[config.mk]
export PLATFORM = sky130hd
export DESIGN_NAME = modbus_response_frame_checker_top
export DESIGN_NICKNAME = d
export VERILOG_FILES = /design/src/rtl/core/mrfc_pkg.sv /design/src/rtl/core/modbus_response_frame_checker_top.sv /design/src/rtl/core/mrfc_frame_core.sv
export SDC_FILE = /design/constraint.sdc
export NUM_CORES = 1
export LEC_CHECK = 0
export BUFFER_PORTS_ARGS = -buffer_cell sky130_fd_sc_hd__buf_2
export CORE_MARGIN = 2
export CORE_UTILIZATION = 54
export CTS_CLUSTER_DIAMETER = 80
export DETAILED_ROUTE_END_ITERATION = 16
export PLACE_DENSITY = 0.81
export SLEW_MARGIN = 30
export SYNTH_ARGS = -nofsm -noshare
export SYNTH_HDL_FRONTEND = slang
export SYNTH_SLANG_ARGS = --single-unit
[constraint.sdc]
create_clock -name i_clk -period 2.9 [get_ports i_clk]
set_input_delay 0.58 -clock i_clk [delete_from_list [all_inputs] [get_ports i_clk]]
set_output_delay 0.58 -clock i_clk [all_outputs]
set_load 0.05 [all_outputs]
[src/rtl/core/mrfc_pkg.sv]
`default_nettype none
package mrfc_pkg;

    localparam int MAX_FRAME = 256;
    localparam int POS_W     = $clog2(MAX_FRAME + 2);

    localparam logic [15:0] CRC_POLY = 16'hA001;
    localparam logic [15:0] CRC_INIT = 16'hFFFF;

    localparam int CFG_IDX_W = 2;
    localparam logic [CFG_IDX_W-1:0] CFG_EXPECTED_FUNCTION = 2'd0;
    localparam logic [CFG_IDX_W-1:0] CFG_PAYLOAD_CAPACITY  = 2'd1;

    localparam logic [7:0] RESET_EXPECTED_FUNCTION = 8'd3;
    localparam logic [7:0] RESET_PAYLOAD_CAPACITY  = 8'd252;

    localparam logic [2:0] ST_OK        = 3'd0;
    localparam logic [2:0] ST_TOO_SHORT = 3'd1;
    localparam logic [2:0] ST_CRC       = 3'd2;
    localparam logic [2:0] ST_EXCEPTION = 3'd3;
    localparam logic [2:0] ST_FUNCTION  = 3'd4;
    localparam logic [2:0] ST_BUFFER    = 3'd5;

    typedef struct packed {
        logic       pay_valid;
        logic [7:0] pay_byte;
        logic       stat_valid;
        logic [2:0] status;
        logic [7:0] exception_code;
        logic [7:0] payload_length;
    } t_frame_result;

    // One byte through the reflected CRC-16, bit by bit.
    function automatic logic [15:0] crc_feed(input logic [15:0] crc, input logic [7:0] b);
        logic [15:0] c;
        c = crc ^ {8'h00, b};
        for (int k = 0; k < 8; k++) begin
            if (c[0]) begin
                c = (c >> 1) ^ CRC_POLY;
            end else begin
                c = c >> 1;
            end
        end
        return c;
    endfunction

endpackage
`default_nettype wire

[src/rtl/core/modbus_response_frame_checker_top.sv]
`default_nettype none
// Modbus RTU response checker. Takes one frame byte per cycle, flagged on the last
// byte; the CRC-16 step over a byte is unrolled, so a byte can be accepted in every
// cycle while the output register has room. A byte is registered on acceptance, and
// its results when it steps the frame logic. Payload bytes leave two bytes late with
// kind 0; the final byte gives one status result with kind 1, preceded by the last
// payload byte if any, so that byte gives two results at the single output port.
// Configuration writes take effect at once and belong between frames.
module modbus_response_frame_checker_top (
    input  wire logic                           i_clk,
    input  wire logic                           i_rst_n,
    input  wire logic                           i_cfg_wr_en,
    input  wire logic [mrfc_pkg::CFG_IDX_W-1:0] i_cfg_index,
    input  wire logic [7:0]                     i_cfg_data,
    input  wire logic                           i_in_valid,
    output      logic                           o_in_ready,
    input  wire logic [7:0]                     i_rx_byte,
    input  wire logic                           i_last_byte,
    output      logic                           o_out_valid,
    input  wire logic                           i_out_ready,
    output      logic                           o_kind,
    output      logic [7:0]                     o_payload_byte,
    output      logic [2:0]                     o_status,
    output      logic [7:0]                     o_exception_code,
    output      logic [7:0]                     o_payload_length
);

    logic [7:0] r_expected_function;
    logic [7:0] r_payload_capacity;

    logic       r_in_valid;
    logic [7:0] r_in_byte;
    logic       r_in_last;

    mrfc_pkg::t_frame_result core_res;
    mrfc_pkg::t_frame_result r_res;

    logic res_take;
    logic res_free;
    logic advance;

    always_ff @(posedge i_clk) begin
        if (!i_rst_n) begin
            r_expected_function <= mrfc_pkg::RESET_EXPECTED_FUNCTION;
            r_payload_capacity  <= mrfc_pkg::RESET_PAYLOAD_CAPACITY;
        end else if (i_cfg_wr_en) begin
            unique case (i_cfg_index)
                mrfc_pkg::CFG_EXPECTED_FUNCTION: r_expected_function <= i_cfg_data;
                mrfc_pkg::CFG_PAYLOAD_CAPACITY:  r_payload_capacity  <= i_cfg_data;
                default: ;
            endcase
        end
    end

    assign res_take = o_out_valid && i_out_ready;
    // room when empty, or when the last pending result leaves this cycle
    assign res_free = !(r_res.pay_valid || r_res.stat_valid) ||
                      (res_take && (r_res.pay_valid ^ r_res.stat_valid));
    assign advance    = r_in_valid && res_free;
    assign o_in_ready = !r_in_valid || advance;

    always_ff @(posedge i_clk) begin
        if (!i_rst_n) begin
            r_in_valid <= 1'b0;
        end else if (i_in_valid && o_in_ready) begin
            r_in_valid <= 1'b1;
        end else if (advance) begin
            r_in_valid <= 1'b0;
        end
    end

    always_ff @(posedge i_clk) begin
        if (i_in_valid && o_in_ready) begin
            r_in_byte <= i_rx_byte;
            r_in_last <= i_last_byte;
        end
    end

    mrfc_frame_core u_core (
        .i_clk               (i_clk),
        .i_rst_n             (i_rst_n),
        .i_step              (advance),
        .i_rx_byte           (r_in_byte),
        .i_last_byte         (r_in_last),
        .i_expected_function (r_expected_function),
        .i_payload_capacity  (r_payload_capacity),
        .o_result            (core_res)
    );

    always_ff @(posedge i_clk) begin
        if (!i_rst_n) begin
            r_res <= '0;
        end else if (advance) begin
            r_res <= core_res;
        end else if (res_take) begin
            // payload goes first, then the status
            if (r_res.pay_valid) begin
                r_res.pay_valid <= 1'b0;
            end else begin
                r_res.stat_valid <= 1'b0;
            end
        end
    end

    always_comb begin
        o_out_valid      = r_res.pay_valid || r_res.stat_valid;
        o_kind           = !r_res.pay_valid;
        o_payload_byte   = r_res.pay_valid ? r_res.pay_byte : 8'd0;
        o_status         = r_res.pay_valid ? mrfc_pkg::ST_OK : r_res.status;
        o_exception_code = r_res.pay_valid ? 8'd0 : r_res.exception_code;
        o_payload_length = r_res.pay_valid ? 8'd0 : r_res.payload_length;
    end

`ifndef SYNTHESIS
    a_len_only_ok: assert property (@(posedge i_clk) disable iff (!i_rst_n)
        o_out_valid && o_kind && o_status != mrfc_pkg::ST_OK |-> o_payload_length == 8'd0)
        else $error("payload length on a failed frame");
    a_exc_only_exc: assert property (@(posedge i_clk) disable iff (!i_rst_n)
        o_out_valid && o_kind && o_status != mrfc_pkg::ST_EXCEPTION
        |-> o_exception_code == 8'd0)
        else $error("exception code without exception status");
    a_in_held: assert property (@(posedge i_clk) disable iff (!i_rst_n)
        r_in_valid && !advance |=> r_in_valid && $stable(r_in_byte) && $stable(r_in_last))
        else $error("held request lost");
    a_status_after_pay: assert property (@(posedge i_clk) disable iff (!i_rst_n)
        res_take && r_res.pay_valid && r_res.stat_valid && !advance
        |=> o_out_valid && o_kind)
        else $error("status lost behind final payload byte");
`endif

endmodule
`default_nettype wire

[src/rtl/core/mrfc_frame_core.sv]
`default_nettype none
module mrfc_frame_core (
    input  wire logic                  i_clk,
    input  wire logic                  i_rst_n,
    input  wire logic                  i_step,
    input  wire logic [7:0]            i_rx_byte,
    input  wire logic                  i_last_byte,
    input  wire logic [7:0]            i_expected_function,
    input  wire logic [7:0]            i_payload_capacity,
    output mrfc_pkg::t_frame_result    o_result
);

    localparam int POS_W = mrfc_pkg::POS_W;

    logic [POS_W-1:0] r_pos, n_pos;
    logic [15:0]      r_crc, n_crc;
    logic [7:0]       r_d1, n_d1;
    logic [7:0]       r_d2, n_d2;
    logic [7:0]       r_fn, n_fn;
    logic [7:0]       r_third, n_third;

    logic [15:0]      crc_fed;
    logic             overflow;
    logic             crc_bad;
    logic [POS_W-1:0] plen_full;

    always_comb begin
        overflow  = r_pos >= POS_W'(mrfc_pkg::MAX_FRAME);
        crc_fed   = (r_pos >= POS_W'(2)) ? mrfc_pkg::crc_feed(r_crc, r_d2) : r_crc;
        crc_bad   = (r_d1 != crc_fed[15:8]) || (i_rx_byte != crc_fed[7:0]);
        plen_full = r_pos - POS_W'(3);

        o_result                = '0;
        o_result.pay_valid      = r_pos >= POS_W'(4);
        o_result.pay_byte       = r_d2;
        o_result.stat_valid     = i_last_byte;
        priority if (r_pos < POS_W'(4)) begin
            o_result.status = mrfc_pkg::ST_TOO_SHORT;
        end else if (overflow) begin
            o_result.status = mrfc_pkg::ST_BUFFER;
        end else if (crc_bad) begin
            o_result.status = mrfc_pkg::ST_CRC;
        end else if (r_fn[7]) begin
            o_result.status         = mrfc_pkg::ST_EXCEPTION;
            o_result.exception_code = r_third;
        end else if (r_fn != i_expected_function) begin
            o_result.status = mrfc_pkg::ST_FUNCTION;
        end else if (plen_full > {1'b0, i_payload_capacity}) begin
            o_result.status = mrfc_pkg::ST_BUFFER;
        end else begin
            o_result.status         = mrfc_pkg::ST_OK;
            o_result.payload_length = plen_full[7:0];
        end
    end

    always_comb begin
        n_pos   = r_pos;
        n_crc   = r_crc;
        n_d1    = r_d1;
        n_d2    = r_d2;
        n_fn    = r_fn;
        n_third = r_third;
        if (i_step) begin
            if (i_last_byte) begin
                // frame ends: back to the idle frame state
                n_pos   = '0;
                n_crc   = mrfc_pkg::CRC_INIT;
                n_d1    = '0;
                n_d2    = '0;
                n_fn    = '0;
                n_third = '0;
            end else begin
                n_crc = crc_fed;
                n_d2  = r_d1;
                n_d1  = i_rx_byte;
                if (r_pos == POS_W'(1)) begin
                    n_fn = i_rx_byte;
                end
                if (r_pos == POS_W'(2)) begin
                    n_third = i_rx_byte;
                end
                // saturate one past the maximum frame length
                n_pos = overflow ? POS_W'(mrfc_pkg::MAX_FRAME + 1) : r_pos + POS_W'(1);
            end
        end
    end

    always_ff @(posedge i_clk) begin
        if (!i_rst_n) begin
            r_pos   <= '0;
            r_crc   <= mrfc_pkg::CRC_INIT;
            r_d1    <= '0;
            r_d2    <= '0;
            r_fn    <= '0;
            r_third <= '0;
        end else begin
            r_pos   <= n_pos;
            r_crc   <= n_crc;
            r_d1    <= n_d1;
            r_d2    <= n_d2;
            r_fn    <= n_fn;
            r_third <= n_third;
        end
    end

`ifndef SYNTHESIS
    a_pos_bound: assert property (@(posedge i_clk) disable iff (!i_rst_n)
        r_pos <= POS_W'(mrfc_pkg::MAX_FRAME + 1))
        else $error("byte position beyond saturation");
    a_clear_after_last: assert property (@(posedge i_clk) disable iff (!i_rst_n)
        i_step && i_last_byte |=> r_pos == '0 && r_crc == mrfc_pkg::CRC_INIT)
        else $error("frame state not cleared after final byte");
    a_pos_advance: assert property (@(posedge i_clk) disable iff (!i_rst_n)
        i_step && !i_last_byte && r_pos < POS_W'(mrfc_pkg::MAX_FRAME)
        |=> r_pos == $past(r_pos) + POS_W'(1))
        else $error("byte position did not advance");
`endif

endmodule
`default_nettype wire
Yosys cells after proc, flatten, opt, wreduce, memory -nomap -nowiden
Cells that the tools add are included.
{ "op_classes": {"add_sub_neg": 2, "n_lt_le_gt_ge": 5, "n_eq_ne": 7, "muxes": 42, "n_bitwise": 10, "reduce_logical": 21} }
{ "op_table": {"columns": ["operator", "n"], "rows": [
  ["$mux 16", 13],
  ["$mux 8", 13],
  ["$ne 8x8->1", 3],
  ["$not 2->3", 8],
  ["$mux 3", 7],
  ["$mux 9", 2],
  ["$xor 16x8->16", 1],
  ["$reduce_and 2->1", 5],
  ["$add 9x1->9 const B", 1],
  ["$eq 9x1->1 const B", 1],
  ["$eq 9x2->1 const B", 1],
  ["$ge 9x2->1 const B", 1],
  ["$ge 9x3->1 const B", 1],
  ["$ge 9x9->1 const B", 1],
  ["$gt 9x8->1", 1],
  ["$lt 9x3->1 const B", 1],
  ["$sub 9x2->9 const B", 1],
  ["$reduce_bool 2->1", 4],
  ["$mux 1", 7],
  ["$logic_and 1x1->1", 4],
  ["$logic_or 1x1->1", 4],
  ["$logic_not 1->1", 3],
  ["$eq 2x1->1 const B", 1],
  ["$logic_not 2->1", 1],
  ["other kinds (2)", 2]
]} }
{ "word_totals": {"reg_bits": 112, "in_bits": 24, "elab_cells": 104} }

Depth between registers and ports, before layout
{ "depth": {"ltp_word": 23, "ltp_mapped": 13, "depth_no_buf": 12} }

Modules after synthesis
Synthesis repeated with hierarchy kept, for this count alone.
{ "hier_totals": {"hier_cells": 701, "hier_area_um2": 6175.9} }
{ "by_module_without_submodules": {"columns": ["mod", "instances", "cells_each", "area_per_inst_um2", "seq_area_each_um2"], "rows": [
  ["mrfc_frame_core", 1, 461, 3867.5, 1141.1],
  ["modbus_response_frame_checker_top", 1, 240, 2308.5, 1191.1]
]} }

Least setup slack after synthesis
OpenSTA, ideal clock, no wires.
{ "synth_timing": {"path_type": "register to register", "start": "register u_core.r_pos[2]", "end": "register r_res[18] (netlist bit)", "setup_ns": 0.084, "t_arrival_ns": 2.948, "required_time_ns": 2.816, "setup_slack_ns": -0.132, "stages_incl_launch_ff": 14, "n_path_buf": 2, "period_less_slack_ns": 3.032, "path_cell_list": "dfxtp_1 buf_4 or4_1 nor3_1 xor2_1 ha_1 nand4_1 nor2_1 a21oi_1 o21ai_0 and3b_1 buf_6 or4b_1 o31ai_2"} }
{ "synth_between": {"elab_chain_cells": 8, "word_cells_on_any_way": 15, "cone_classes": "add/sub: 1; order compare: 4; eq/ne: 2; mux: 7; reduce/logical: 1"} }
{ "synth_rtl": {"columns": ["element", "line", "text"], "rows": [
  ["start, declared", "mrfc_frame_core.sv:15", "logic [POS_W-1:0] r_pos, n_pos;"],
  ["start signal, assigned", "mrfc_frame_core.sv:97", "r_pos <= n_pos;"],
  ["$sub 9x2->9", "mrfc_frame_core.sv:31", "plen_full = r_pos - POS_W'(3);"],
  ["$gt 9x8->1", "mrfc_frame_core.sv:48", "end else if (plen_full > {1'b0, i_payload_capacity}) begin"],
  ["$mux 3", "mrfc_frame_core.sv:48", null],
  ["$mux 3", "mrfc_frame_core.sv:46", "end else if (r_fn != i_expected_function) begin"],
  ["$mux 3", "mrfc_frame_core.sv:43", "end else if (r_fn[7]) begin"],
  ["$mux 3", "mrfc_frame_core.sv:41", "end else if (crc_bad) begin"],
  ["$mux 3", "mrfc_frame_core.sv:39", "end else if (overflow) begin"],
  ["$mux 3 *", "mrfc_frame_core.sv:37", "priority if (r_pos < POS_W'(4)) begin"],
  ["end signal, assigned", "modbus_response_frame_checker_top.sv:94", "r_res <= core_res;"],
  ["end, declared", "modbus_response_frame_checker_top.sv:36", "mrfc_pkg::t_frame_result r_res;"]
]} }
Every way passes the cells marked *; elsewhere a longest branch is shown, timed or not.
A chain may end at the register's enable or synchronous reset.

Worst setup path after layout
Ends and elaborated chain as after synthesis.

==> reports/metrics.cfg <==
[setup_path]
worst_path_most_repeated_cell = nor2_1
path_buf_inv = 0
required_ns = 3.22
crit_arrival_ns = 3.23
crit_cells = 11
cp-end-kind = flip-flop
max_stage_delay_ns = 0.57
cp_max_fo = 4
cpLargestDelayFamily = simple AND/OR/NAND/NOR gates
worstPathCellList = or4_4 > nor2_1 > xor2_1 > ha_1 > nand4_1 > nor2_1 > a21oi_1 > o21ai_1 > and3b_1 > or4b_1 > o31ai_2
critical-path-slowest-cell = or4_4
reg2reg_depth = 11
crit_type = reg2reg
start_kind = flip-flop

[synth]
yosysMostFrequentCell = nand2_1
ys_ff_latch = 112
avgSynthCellArea_sq_um = 8.726
synth_edf_count = 9
synthDistinctLibCells = 58
syn_inst = 665
ys_warn_count = 0
ys_seq_area_frac = 0.4019
yosys-top-cells-count = nand2_1 (119), dfxtp_1 (103), nor2b_1 (58)
yosysTopAreaCell = dfxtp_1
syn_nets = 701
async_flop_share = 0
synth_top_area_frac = 0.3553
synthFlopType = dfxtp_1
synth_area_leaders = dfxtp_1 (36%), nand2_1 (7.7%), nor2b_1 (6.3%), edfxtp_1 (4.7%), xor2_1 (4.2%)
synth.cell_area_sq_um = 5803

[layout]
drive_above_1_share = 0.2219
final-seq-area_sq_um = 2341
design_area_sq_um = 6736
n_antenna_cell = 0
syn2layout_area_growth_pct = 16.08
fin_nets = 770
fillers = 845
multi_input_area_sq_um = 3266

[status]
violations = setup timing
outcome = finished with violations

[sta]
fin_crit_ns = 2.907
slew_headroom = 0.5787
worst_pin_slew_ns = 0.6296
fin_crit_sh = 1.002
layout_setup_ws_ns = -0.006531
clock.fmax_mhz = 344.1
clock_skew_ns = 0.01027
drv_slew = 0
setup_viol = 1
rsz0062_at_grt = yes
hold_viol_final = 0

[clocking]
numCtsBuffers = 9
cts.path.max_buffers = 2
cts_tree = yes
cts_root_buffer = clkbuf_8
clk_pin_slew_ns = 0.11
insertion_delay_ns = 0.39
hold_buffers = 0
htreeDepth = 3
clkSinkCount = 112

[power]
powerDensity_nw_per_um2 = 473.2
p_seq_frac = 0.513
share_comb_of_total_power = 0.157
ir_worst_vdd_v = 0.0002934
power.total_w = 0.003188
p_int_w = 0.002292
p_leak_nw = 2.880
clkPwrFrac = 0.330
power_switching_w = 0.0008955
sw_frac_of_total = 0.2809

[die]
fp.coreArea_sq_um = 10370
die_w_um = 107.7
dieArea_sq_um = 11590
fp.dieH_um = 107.7
start_util = 0.5596
num_rows = 37
io_pins = 54

[routing]
drt_iter0_drc = 385
wirelength_mm = 14.14
drt-pass1-iter-count = 5
via_per_inst = 5.591
drcViolationCount = 0
ant_nets = 0
drt-wirelength-per-cell_um = 16.15
via_count = 4892

[global_route]
grt_pass1_vias = 4610
grt_usage = 0.2543
grt_antenna_before_repair = 0
grt_first_pass_wirelength_mm = 23.04
gr-total-overflow = 0
grt_max_degree = 33

[placed_design]
gp_congestion = 0.9094
placed_area_sq_um = 6335
io_buffers = 53
dp_hpwl_mm = 10.32

[min_path]
hold_class = in2reg
whs_path_depth = 1

[run]
cap_violations = 0

[cell type report]
type | instances | area share
multi-input combinational | 488 | 0.4848
sequential | 112 | 0.3475
timing repair buffer | 102 | 0.09640
tap | 136 | 0.02526
clock buffer | 10 | 0.02210
clock inverter | 6 | 0.01226
inverter | 21 | 0.01170
[path summary, 6_finish.rpt]
kind         slack, ns                endpoint                         start
max             -0.007  r_res[18]$_SDFFE_PN0P_  u_core.r_pos[2]$_SDFFE_PN0P_
min reg2reg       0.46   r_res[0]$_SDFFE_PN0P_         r_res[0]$_SDFFE_PN0P_
min               0.36     r_in_last$_DFFE_PP_                   i_last_byte
max reg2reg     -0.007  r_res[18]$_SDFFE_PN0P_  u_core.r_pos[2]$_SDFFE_PN0P_
[what timing repair did]
action	4_1_cts	5_1_grt
gates resized for setup	7	13
buffers inserted	6	4
endpoints found under the setup margin	2	19
pin swaps	0	8
[power groups by stage]
stage                     sequential [W]  clock (W)  combinational (W)
after global routing             0.00164    0.00114           0.000540
after global placement           0.00167          0           0.000451
after detailed placement         0.00167          0           0.000461
after floorplan                  0.00165          0           0.000335
after CTS                        0.00163    0.00106           0.000470
final                            0.00163    0.00105           0.000500
[flip-flops by register name, summed over array words and instances, names as in the netlist]
name                 count
r_in_valid               1
r_payload_capacity       8
u_core.r_fn              8
u_core.r_crc            16
r_res                   29
u_core.r_third           8
u_core.r_d2              8
u_core.r_pos             9
r_expected_function      8
r_in_last                1
r_in_byte                8
u_core.r_d1              8
[worst reg2reg max path, cell delays in order, from the launching register on]
cell	delay [ns]
dfxtp_2	0.36
or4_4	0.57
nor2_1	0.14
xor2_1	0.22
ha_1	0.29
nand4_1	0.08
nor2_1	0.05
a21oi_1	0.15
o21ai_1	0.11
and3b_1	0.19
or4b_1	0.52
o31ai_2	0.17
[per-stage QoR]
step | setup TNS (ns) | util | cells | hold slack, ns | setup slack, ns
after detailed placement | -0.02539 | 0.6109 | 849 | 0.4356 | -0.02539
final | -0.006531 | 0.6496 | 875 | 0.3563 | -0.006531
after CTS | 0 | 0.6396 | 871 | 0.3533 | 0.005149
after global placement | 0 | 0.6109 | 849 | 0.4313 | 0.04400
after global routing | -0.4559 | 0.6496 | 875 | 0.3452 | -0.1804
after floorplan | 0 | - | 665 | 0.4173 | 0.003966
[per-layer routing]
layer | share of wire | vias up | GRT usage
met4 | 0.019 | 0 | 0.07418
li1 | - | 2401 | -
met3 | 0.064 | 29 | 0.04600
met2 | 0.47 | 167 | 0.4043
met5 | 0 | - | 0
met1 | 0.44 | 2295 | 0.3540
[cell usage in the layout, fill, tap and decap left out, types with 4 or more instances in the layout]
| master | count |
|---|---|
| nor4_1 | 4 |
| dfxtp_1 | 96 |
| xnor2_2 | 8 |
| a21boi_0 | 19 |
| and3_1 | 6 |
| o211ai_1 | 19 |
| a21oi_1 | 22 |
| dfxtp_2 | 7 |
| inv_1 | 21 |
| o21ai_0 | 13 |
| ha_1 | 12 |
| o21ai_2 | 10 |
| and2_1 | 13 |
| buf_4 | 47 |
| clkbuf_8 | 9 |
| a22oi_1 | 17 |
| nand2_1 | 119 |
| nor2b_1 | 57 |
| mux2i_1 | 17 |
| edfxtp_1 | 9 |
| nand4_1 | 22 |
| xor2_1 | 27 |
| buf_2 | 53 |
| nand3_1 | 11 |
| nor2_1 | 24 |
| xnor2_1 | 15 |
[cell families (layout without fill, tap and decap cells)]
kind of cell	after synthesis	count (layout)	synth area share
buffers and inverters	65	139	0.04937
AO/OA/AOI/OAI	118	118	0.1406
AND/OR/NAND/NOR	283	283	0.2495
flip-flops	112	112	0.4019
XOR/XNOR	56	56	0.09897
multiplexers	19	19	0.03385
adder cells (fa/ha/maj)	12	12	0.02587
(Power assumes the default switching activity.)
